--- src/k_nearest_neighbour_select_assert.svh ---
// Assertion macros for the nearest neighbour select block.
`ifndef K_NEAREST_NEIGHBOUR_SELECT_ASSERT_SVH
`define K_NEAREST_NEIGHBOUR_SELECT_ASSERT_SVH

// same-cycle implication
`define KNNS_ASSERT_IMP(name, clk, rst_n, pre, post, msg) \
    name: assert property (@(posedge clk) disable iff (!(rst_n)) (pre) |-> (post)) \
        else $error(msg);

// next-cycle implication
`define KNNS_ASSERT_NXT(name, clk, rst_n, pre, post, msg) \
    name: assert property (@(posedge clk) disable iff (!(rst_n)) (pre) |=> (post)) \
        else $error(msg);

`endif

--- src/knns_pkg.sv ---
// Shared types and constants of the nearest neighbour select block.
`default_nettype none

package knns_pkg;

    localparam int NEAREST_COUNT = 4;
    localparam int MAX_POINTS    = 1024;

    localparam int IDX_W   = $clog2(MAX_POINTS);
    localparam int COORD_W = 16;
    localparam int SQ_W    = 2 * COORD_W;
    localparam int DIST_W  = SQ_W + 1;
    localparam int CNT_W   = $clog2(NEAREST_COUNT + 1);

    localparam logic ACT_REFERENCE = 1'b0;
    localparam logic ACT_CANDIDATE = 1'b1;

    typedef logic [IDX_W-1:0]   t_index;
    typedef logic [COORD_W-1:0] t_coord;
    typedef logic [SQ_W-1:0]    t_sq;
    typedef logic [DIST_W-1:0]  t_dist;
    typedef logic [CNT_W-1:0]   t_cnt;

    typedef struct packed {
        logic   action;
        t_index point_index;
        t_coord coord_x;
        t_coord coord_y;
        logic   final_candidate;
    } t_in_word;

    typedef struct packed {
        t_index reference_index;
        t_index neighbour_index;
        t_dist  squared_distance;
        logic   entry_valid;
        logic   last_of_run;
    } t_out_word;

    // item leaving the distance pipeline
    typedef struct packed {
        logic   valid;
        logic   action;
        logic   fin;
        t_index idx;
        t_dist  sq_dist;
    } t_cand;

    typedef struct packed {
        logic   valid;
        t_index idx;
        t_dist  sq_dist;
    } t_rank;

    typedef struct packed {
        logic clear;
        logic insert;
        logic rotate;
    } t_cell_ctl;

endpackage

`default_nettype wire

--- src/knns_if.sv ---
// Valid/ready channel interfaces for input and result words.
`default_nettype none

interface knns_in_if;
    logic                valid;
    logic                ready;
    logic                action;
    knns_pkg::t_index    point_index;
    knns_pkg::t_coord    coord_x;
    knns_pkg::t_coord    coord_y;
    logic                final_candidate;

    modport source (
        output valid, action, point_index, coord_x, coord_y, final_candidate,
        input  ready
    );
    modport sink (
        input  valid, action, point_index, coord_x, coord_y, final_candidate,
        output ready
    );
endinterface

interface knns_out_if;
    logic                valid;
    logic                ready;
    knns_pkg::t_index    reference_index;
    knns_pkg::t_index    neighbour_index;
    knns_pkg::t_dist     squared_distance;
    logic                entry_valid;
    logic                last_of_run;

    modport source (
        output valid, reference_index, neighbour_index, squared_distance,
               entry_valid, last_of_run,
        input  ready
    );
    modport sink (
        input  valid, reference_index, neighbour_index, squared_distance,
               entry_valid, last_of_run,
        output ready
    );
endinterface

`default_nettype wire

--- src/k_nearest_neighbour_select.sv ---
// Keeps the nearest candidates to a reference point and emits the list on the final candidate.
// A reference word loads the reference point and empties the list; each candidate word
// enters a two-stage distance pipeline (difference, square) and the sum of the squares is
// inserted by a row of rank cells that all compare in the same cycle. Candidates are
// taken one per cycle while input is not held off. After a word with final_candidate set,
// input is held off until that word has left the distance pipeline and the list has been
// rotated out through the output register, one rank per cycle while the output is not
// stalled. The list is kept after output and still takes candidates until the next
// reference word. No clearing pass runs after reset.
`default_nettype none
`include "k_nearest_neighbour_select_assert.svh"

module k_nearest_neighbour_select (
    input  wire logic   i_clk,
    input  wire logic   i_rst_n,
    knns_in_if.sink     i_in,
    knns_out_if.source  o_out
);
    import knns_pkg::*;

    t_in_word  in_word;
    logic      take;
    t_cand     cand;
    logic      fin_pending;
    t_cell_ctl cell_ctl;
    logic      emit_step;

    t_rank                    ranks [NEAREST_COUNT];
    logic [NEAREST_COUNT-1:0] hits;
    logic [NEAREST_COUNT-1:0] prev_hits;
    logic [NEAREST_COUNT-1:0] valids;
    logic [NEAREST_COUNT-1:0] valids_inc;

    t_index    r_run_ref;
    t_cnt      r_emit_cnt;
    logic      r_o_valid;
    t_out_word r_o_word;

    always_comb begin
        in_word.action          = i_in.action;
        in_word.point_index     = i_in.point_index;
        in_word.coord_x         = i_in.coord_x;
        in_word.coord_y         = i_in.coord_y;
        in_word.final_candidate = i_in.final_candidate;
    end

    assign i_in.ready = (r_emit_cnt == '0) && !fin_pending;
    assign take       = i_in.valid && i_in.ready;

    knns_dist u_dist (
        .i_clk         (i_clk),
        .i_rst_n       (i_rst_n),
        .i_take        (take),
        .i_word        (in_word),
        .o_cand        (cand),
        .o_fin_pending (fin_pending)
    );

    assign emit_step = (r_emit_cnt != '0) && (!r_o_valid || o_out.ready);

    always_comb begin
        cell_ctl.clear  = cand.valid && cand.action == ACT_REFERENCE;
        cell_ctl.insert = cand.valid && cand.action == ACT_CANDIDATE;
        cell_ctl.rotate = emit_step;
    end

    for (genvar g = 0; g < NEAREST_COUNT; g++) begin : g_rank
        localparam int PREV = (g + NEAREST_COUNT - 1) % NEAREST_COUNT;
        localparam int NEXT = (g + 1) % NEAREST_COUNT;

        assign prev_hits[g] = (g == 0) ? 1'b0 : hits[PREV];
        assign valids[g]    = ranks[g].valid;

        knns_cell u_cell (
            .i_clk       (i_clk),
            .i_rst_n     (i_rst_n),
            .i_ctl       (cell_ctl),
            .i_prev      (ranks[PREV]),
            .i_next      (ranks[NEXT]),
            .i_prev_hit  (prev_hits[g]),
            .i_cand_idx  (cand.idx),
            .i_cand_dist (cand.sq_dist),
            .o_rank      (ranks[g]),
            .o_hit       (hits[g])
        );
    end

    assign valids_inc = valids + NEAREST_COUNT'(1);

    always_ff @(posedge i_clk) begin
        if (!i_rst_n) begin
            r_run_ref  <= '0;
            r_emit_cnt <= '0;
            r_o_valid  <= 1'b0;
        end else begin
            if (cell_ctl.clear) begin
                r_run_ref <= cand.idx;
            end
            if (cell_ctl.insert && cand.fin) begin
                r_emit_cnt <= CNT_W'(NEAREST_COUNT);
            end else if (emit_step) begin
                r_emit_cnt <= r_emit_cnt - CNT_W'(1);
            end
            if (emit_step) begin
                r_o_valid <= 1'b1;
            end else if (o_out.ready) begin
                r_o_valid <= 1'b0;
            end
        end
    end

    // rank 0 is always at the head while rotating out
    always_ff @(posedge i_clk) begin
        if (emit_step) begin
            r_o_word.reference_index  <= r_run_ref;
            r_o_word.neighbour_index  <= ranks[0].valid ? ranks[0].idx : '0;
            r_o_word.squared_distance <= ranks[0].valid ? ranks[0].sq_dist : '0;
            r_o_word.entry_valid      <= ranks[0].valid;
            r_o_word.last_of_run      <= (r_emit_cnt == CNT_W'(1));
        end
    end

    assign o_out.valid            = r_o_valid;
    assign o_out.reference_index  = r_o_word.reference_index;
    assign o_out.neighbour_index  = r_o_word.neighbour_index;
    assign o_out.squared_distance = r_o_word.squared_distance;
    assign o_out.entry_valid      = r_o_word.entry_valid;
    assign o_out.last_of_run      = r_o_word.last_of_run;

    `KNNS_ASSERT_IMP(a_emit_blocks_input, i_clk, i_rst_n, r_emit_cnt != '0, !i_in.ready, "input taken during list output")
    `KNNS_ASSERT_IMP(a_emit_pipe_empty, i_clk, i_rst_n, r_emit_cnt != '0, !cand.valid, "candidate in flight during list output")
    `KNNS_ASSERT_IMP(a_valid_prefix, i_clk, i_rst_n, r_emit_cnt == '0, (valids_inc & valids) == '0, "list holes")
    `KNNS_ASSERT_NXT(a_emit_start, i_clk, i_rst_n, cell_ctl.insert && cand.fin, r_emit_cnt == CNT_W'(NEAREST_COUNT), "list output did not start after final candidate")

endmodule

`default_nettype wire

--- src/knns_dist.sv ---
// Two-stage squared distance pipeline with the reference point registers.
`default_nettype none

module knns_dist (
    input  wire logic             i_clk,
    input  wire logic             i_rst_n,
    input  wire logic             i_take,
    input  wire knns_pkg::t_in_word i_word,
    output knns_pkg::t_cand       o_cand,
    output logic                  o_fin_pending
);
    import knns_pkg::*;

    t_coord r_ref_x;
    t_coord r_ref_y;

    logic   r_s1_valid;
    logic   r_s1_action;
    logic   r_s1_fin;
    t_index r_s1_idx;
    t_coord r_s1_dx;
    t_coord r_s1_dy;

    logic   r_s2_valid;
    logic   r_s2_action;
    logic   r_s2_fin;
    t_index r_s2_idx;
    t_sq    r_s2_sqx;
    t_sq    r_s2_sqy;

    t_coord n_dx;
    t_coord n_dy;

    always_comb begin
        n_dx = (i_word.coord_x >= r_ref_x) ? i_word.coord_x - r_ref_x
                                           : r_ref_x - i_word.coord_x;
        n_dy = (i_word.coord_y >= r_ref_y) ? i_word.coord_y - r_ref_y
                                           : r_ref_y - i_word.coord_y;
    end

    always_ff @(posedge i_clk) begin
        if (!i_rst_n) begin
            r_ref_x    <= '0;
            r_ref_y    <= '0;
            r_s1_valid <= 1'b0;
            r_s2_valid <= 1'b0;
        end else begin
            if (i_take && i_word.action == ACT_REFERENCE) begin
                r_ref_x <= i_word.coord_x;
                r_ref_y <= i_word.coord_y;
            end
            r_s1_valid <= i_take;
            r_s2_valid <= r_s1_valid;
        end
    end

    always_ff @(posedge i_clk) begin
        r_s1_action <= i_word.action;
        r_s1_fin    <= i_word.final_candidate;
        r_s1_idx    <= i_word.point_index;
        r_s1_dx     <= n_dx;
        r_s1_dy     <= n_dy;

        r_s2_action <= r_s1_action;
        r_s2_fin    <= r_s1_fin;
        r_s2_idx    <= r_s1_idx;
        r_s2_sqx    <= t_sq'(r_s1_dx) * t_sq'(r_s1_dx);
        r_s2_sqy    <= t_sq'(r_s1_dy) * t_sq'(r_s1_dy);
    end

    always_comb begin
        o_cand.valid   = r_s2_valid;
        o_cand.action  = r_s2_action;
        o_cand.fin     = r_s2_fin;
        o_cand.idx     = r_s2_idx;
        o_cand.sq_dist = t_dist'(r_s2_sqx) + t_dist'(r_s2_sqy);
    end

    assign o_fin_pending =
        (r_s1_valid && r_s1_action == ACT_CANDIDATE && r_s1_fin) ||
        (r_s2_valid && r_s2_action == ACT_CANDIDATE && r_s2_fin);

endmodule

`default_nettype wire

--- src/knns_cell.sv ---
// One rank of the sorted list: compare, insert, shift and rotate.
`default_nettype none

module knns_cell (
    input  wire logic                i_clk,
    input  wire logic                i_rst_n,
    input  wire knns_pkg::t_cell_ctl i_ctl,
    input  wire knns_pkg::t_rank     i_prev,
    input  wire knns_pkg::t_rank     i_next,
    input  wire logic                i_prev_hit,
    input  wire knns_pkg::t_index    i_cand_idx,
    input  wire knns_pkg::t_dist     i_cand_dist,
    output knns_pkg::t_rank          o_rank,
    output logic                     o_hit
);
    import knns_pkg::*;

    t_rank r_rank;
    t_rank n_rank;

    // empty rank counts as farther than any distance
    assign o_hit = !r_rank.valid || (i_cand_dist < r_rank.sq_dist);

    always_comb begin
        n_rank = r_rank;
        priority if (i_ctl.clear) begin
            n_rank = '0;
        end else if (i_ctl.rotate) begin
            n_rank = i_next;
        end else if (i_ctl.insert && i_prev_hit) begin
            n_rank = i_prev;
        end else if (i_ctl.insert && o_hit) begin
            n_rank.valid   = 1'b1;
            n_rank.idx     = i_cand_idx;
            n_rank.sq_dist = i_cand_dist;
        end
    end

    always_ff @(posedge i_clk) begin
        if (!i_rst_n) begin
            r_rank <= '0;
        end else begin
            r_rank <= n_rank;
        end
    end

    assign o_rank = r_rank;

endmodule

`default_nettype wire
--- src/flat_wrapper.sv ---
// flat-port wrapper written by rule: the top's interface ports become plain ports
module k_nearest_neighbour_select_flat import knns_pkg::*;
  (i_clk, i_rst_n, i_in_valid, i_in_action, i_in_point_index, i_in_coord_x, i_in_coord_y, i_in_final_candidate, i_in_ready, o_out_valid, o_out_reference_index, o_out_neighbour_index, o_out_squared_distance, o_out_entry_valid, o_out_last_of_run, o_out_ready);
  knns_in_if i_in_i ();
  knns_out_if o_out_i ();
  input  wire logic i_clk;
  input  wire logic i_rst_n;
  input wire logic [$bits(i_in_i.valid)-1:0] i_in_valid;
  input wire logic [$bits(i_in_i.action)-1:0] i_in_action;
  input wire logic [$bits(i_in_i.point_index)-1:0] i_in_point_index;
  input wire logic [$bits(i_in_i.coord_x)-1:0] i_in_coord_x;
  input wire logic [$bits(i_in_i.coord_y)-1:0] i_in_coord_y;
  input wire logic [$bits(i_in_i.final_candidate)-1:0] i_in_final_candidate;
  output wire logic [$bits(i_in_i.ready)-1:0] i_in_ready;
  output wire logic [$bits(o_out_i.valid)-1:0] o_out_valid;
  output wire logic [$bits(o_out_i.reference_index)-1:0] o_out_reference_index;
  output wire logic [$bits(o_out_i.neighbour_index)-1:0] o_out_neighbour_index;
  output wire logic [$bits(o_out_i.squared_distance)-1:0] o_out_squared_distance;
  output wire logic [$bits(o_out_i.entry_valid)-1:0] o_out_entry_valid;
  output wire logic [$bits(o_out_i.last_of_run)-1:0] o_out_last_of_run;
  input wire logic [$bits(o_out_i.ready)-1:0] o_out_ready;
  assign i_in_i.valid = i_in_valid;
  assign i_in_i.action = i_in_action;
  assign i_in_i.point_index = i_in_point_index;
  assign i_in_i.coord_x = i_in_coord_x;
  assign i_in_i.coord_y = i_in_coord_y;
  assign i_in_i.final_candidate = i_in_final_candidate;
  assign i_in_ready = i_in_i.ready;
  assign o_out_valid = o_out_i.valid;
  assign o_out_reference_index = o_out_i.reference_index;
  assign o_out_neighbour_index = o_out_i.neighbour_index;
  assign o_out_squared_distance = o_out_i.squared_distance;
  assign o_out_entry_valid = o_out_i.entry_valid;
  assign o_out_last_of_run = o_out_i.last_of_run;
  assign o_out_i.ready = o_out_ready;
  k_nearest_neighbour_select u_core (.i_clk(i_clk), .i_rst_n(i_rst_n), .i_in(i_in_i), .o_out(o_out_i));
endmodule
--- config.mk ---
export PLATFORM = sky130hd
export DESIGN_NAME = k_nearest_neighbour_select_flat
export DESIGN_NICKNAME = d
export VERILOG_FILES = /design/src/knns_pkg.sv /design/src/knns_if.sv /design/src/k_nearest_neighbour_select.sv /design/src/knns_dist.sv /design/src/knns_cell.sv /design/src/flat_wrapper.sv
export VERILOG_INCLUDE_DIRS = /design/src /design/src/src
export SDC_FILE = /design/constraint.sdc
export NUM_CORES = 2
export LEC_CHECK = 0
export BUFFER_PORTS_ARGS = -buffer_cell sky130_fd_sc_hd__buf_2
export CAP_MARGIN = 15
export CORE_UTILIZATION = 65
export DETAILED_ROUTE_END_ITERATION = 8
export GPL_TIMING_DRIVEN = 0
export PLACE_DENSITY = 0.87
export SYNTH_ARGS = -nofsm -noshare
export SYNTH_HDL_FRONTEND = slang
export SYNTH_SLANG_ARGS = --single-unit
--- constraint.sdc ---
create_clock -name i_clk -period 11.05 [get_ports i_clk]
set_clock_uncertainty 0.2 [all_clocks]
set_input_delay 0.5525 -clock i_clk [delete_from_list [all_inputs] [get_ports i_clk]]
set_output_delay 0.5525 -clock i_clk [all_outputs]
set_load 0.02 [all_outputs]
==> summary.txt <==
Setup path
  • Critical Path Source Type: flop
  • CP peak stage delay: 1140 ps
  • Worst path cell trace: ha_1 -> a21o_1 -> a21oi_2 -> o211ai_1 -> a31oi_1 -> o21ai_0 -> a311oi_1 -> nor3_1 -> xor2_1 -> ha_1 -> nand4_1 -> nor2_1 -> nand2_1 -> o41ai_1 -> o21ai_0 -> nor3_2 -> clkbuf_1 -> a22oi_1 -> o21ai_0
  • Crit-path max FO: 10
  • CP Capture Type: flop
  • Worst path most repeated cell: o21ai_0
  • Crit Path Category: flop to flop
  • Slowest stage cell, crit path: nor3_2
  • CP delay by family, top: compound AO/OA/AOI/OAI gates
  • Worst Path Buf+Inv: 1
  • Crit path DAT: 8150 ps
  • Req. time, crit path: 11,360 ps

Place
  • PortBufs: 104
  • Detailed placement HPWL: 81,500 µm
  • Final Wtd Congestion: 1.03

CTS
  • Worst-path clk slew: 70 ps
  • Clock root buffer: clkbuf_16
  • Worst skew pair latency: 610 ps
  • Post-CTS Hold Buffers: 13
  • Post-CTS setup buffer count: 0
  • CTS Buf Count: between 40 and 50
  • H-tree levels: 2
  • CTS max path bufs: 3
  • CTS tree: built
  • Clock Sinks: 397
  • CTS resizes: 0

Drt
  • Vias: 31,072
  • Starting DRT DRC Count: between 2,000 and 3,000
  • Antenna viol nets, final: 0
  • Pre-antenna DRT Iters: 6
  • Residual DRC: 0
  • Vias/cell: roughly 6.0
  • Routed len/inst: 20.5 µm
  • Final WL: 106,000 µm

Layout
  • P&R area growth vs syn: 8.70%
  • Nets: roughly 5,200
  • Share of post-route cells with drive strength above 1: 5.51%
  • Storage element area: 8500 µm²
  • Fill cells: 4,060
  • Area of the multi-input gates: 25,000 µm²
  • Final core occ: 72.1%

Die
  • Num rows: 86
  • Top Ports: around 110
  • Core region area: 55,500 µm²
  • Initial Utilization: 66.4%
  • Die area: 57,600 µm²
  • Chip width: 240 µm
  • Die Height: 240 µm

Synthesis
  • Synth Warn #: 0
  • Syn Area/Cell: 8.76 µm²
  • Post-synthesis cell count: 4,206
  • Distinct cells, synth: 80
  • Commonest cells post-synth: inv_1, nand2_1, ha_1
  • Count leader, synth: inv_1
  • Most used flip-flop cell after synthesis: dfxtp_1
  • Share of the synthesized area in the top cell type: 18.6%
  • Netlist Area Pre-Place: 36,900 µm²
  • FFs w/ async S/R, synth: 0%
  • Dominant cell type by area after synthesis: dfxtp_1
  • Syn Nets: 5,006
  • Seq/Total Area, Yosys: between 20% and 30%
  • Number of flops mapped to enable cells by yosys: 55
  • Synth Register Bits: around 400
  • Top cells by area, synth: dfxtp_1, fa_1, ha_1

Timing
  • Sum Neg Setup Slack: 0 ps
  • Period minus WS final: 7840 ps
  • Fmax: 128 MHz
  • Hold Vio Cnt, Final: 0
  • Setup-failing EPs final: 0
  • Final Cycle Share: 70.9%
  • Pins over their slew limit: 0
  • Slew headroom: 9.04%
  • Slew @ Worst Pin: 1360 ps
  • RSZ-0062 raised after global routing: no

Worst hold path
  • HP Class: primary input to flop

GRT
  • Largest net degree at the start of global routing: 37
  • Antenna violations before repair: 2
  • Tot GR Track Use: between 30% and 40%
  • Total gr overflow: 0
  • Global-route wire length before repair: between 150,000 and 200,000 µm
  • Vias in the first global route: 31,669

Job
  • Max-Cap Viols: 0

Outcome
  • Status: finished, final reports clean
[metrics by stage]
stage	area [µm²]	hold WS, ps	worst slack, ps	cells
after floorplan	36900	110	4320	4206
after global placement	38300	111	2490	5058
after detailed placement	38400	112	3520	5062
after CTS	40100	8.16	3470	5159
after global routing	40100	38.3	3030	5160
final	40100	28.9	3210	5160
[layout make-up]
type / count / area share (%)
Timing Repair Buffer: 121 / 1.71
Clock inverter: 24 / 0.740
Tap cell: 748 / 2.34
Buffer: 183 / 1.75
Clock buffer: 60 / 3.18
Sequential cell: 397 / 21.2
Inverter: 720 / 6.75
Multi-Input combinational cell: 2906 / 62.3
Antenna cell: 1 / 0.00625
[layout by cell type, fill, tap and decap left out, drive strengths merged, types with 36 or more instances in the layout]
cell type  instances
inv              723
dfxtp            342
a31oi             46
a211oi            44
nor2b             41
ha               424
a211o             36
a21boi            53
edfxtp            55
mux2i            128
and2             137
a21oi            202
nand2            453
a21o              96
a22o              61
xnor2             87
fa               328
o21ai            143
nor2             219
clkbuf           222
buf              129
[per-layer routing]
layer  global-route usage [%]  part of all wire (%)
met5                        0                 0.039
met4                     23.2                   6.7
met1                     43.7                    37
met3                     6.68                   9.0
met2                     63.1                    47
[sequential cells by signal, indices dropped and copies added, names as in the netlist, 3 cells and up]
signal	cells
u_core.u_dist.r_ref_x	16
u_core.u_dist.r_s2_sqy	31
u_core.o_out.squared_distance	33
u_core.o_out.neighbour_index	10
u_core.r_run_ref	10
u_core.r_emit_cnt	3
u_core.g_rank.u_cell.o_rank	176
u_core.o_out.reference_index	10
u_core.u_dist.r_ref_y	16
u_core.u_dist.r_s2_idx	10
u_core.u_dist.r_s1_dx	16
u_core.u_dist.r_s1_idx	10
u_core.u_dist.r_s2_sqx	31
u_core.u_dist.r_s1_dy	16
[worst min-delay path: stages]
cell      delay, ps
buf_2           110
nand2_1          50
a21boi_0         60
[logic make-up after synthesis]
family	Yosys count	share of synthesized area, %
compound gates	864	16.0
xor+xnor	119	2.83
fa+ha+maj	752	32.2
buf+inv	903	9.23
flops	397	23.1
mux	140	3.84
simple gates	1031	12.9
[worst paths after layout]
check / slack (ps) / cells past startpoint / end / start
worst max register to register: 3210 / 19 / u_core.g_rank[3].u_cell.o_rank[20] / u_core.u_dist.r_s2_sqx[3]
worst min register to register: 130 / 0 / u_core.u_dist.r_s2_idx[2] / u_core.u_dist.r_s1_idx[2]
worst max-delay path: 3210 / 19 / u_core.g_rank[3].u_cell.o_rank[20] / u_core.u_dist.r_s2_sqx[3]
worst min-delay path: 30 / 3 / u_core.u_dist.r_ref_x[5] / i_in_coord_x[5]
Power is not shown: default switching activity piles up to over one toggle a cycle in this logic, so the estimate is an artifact.
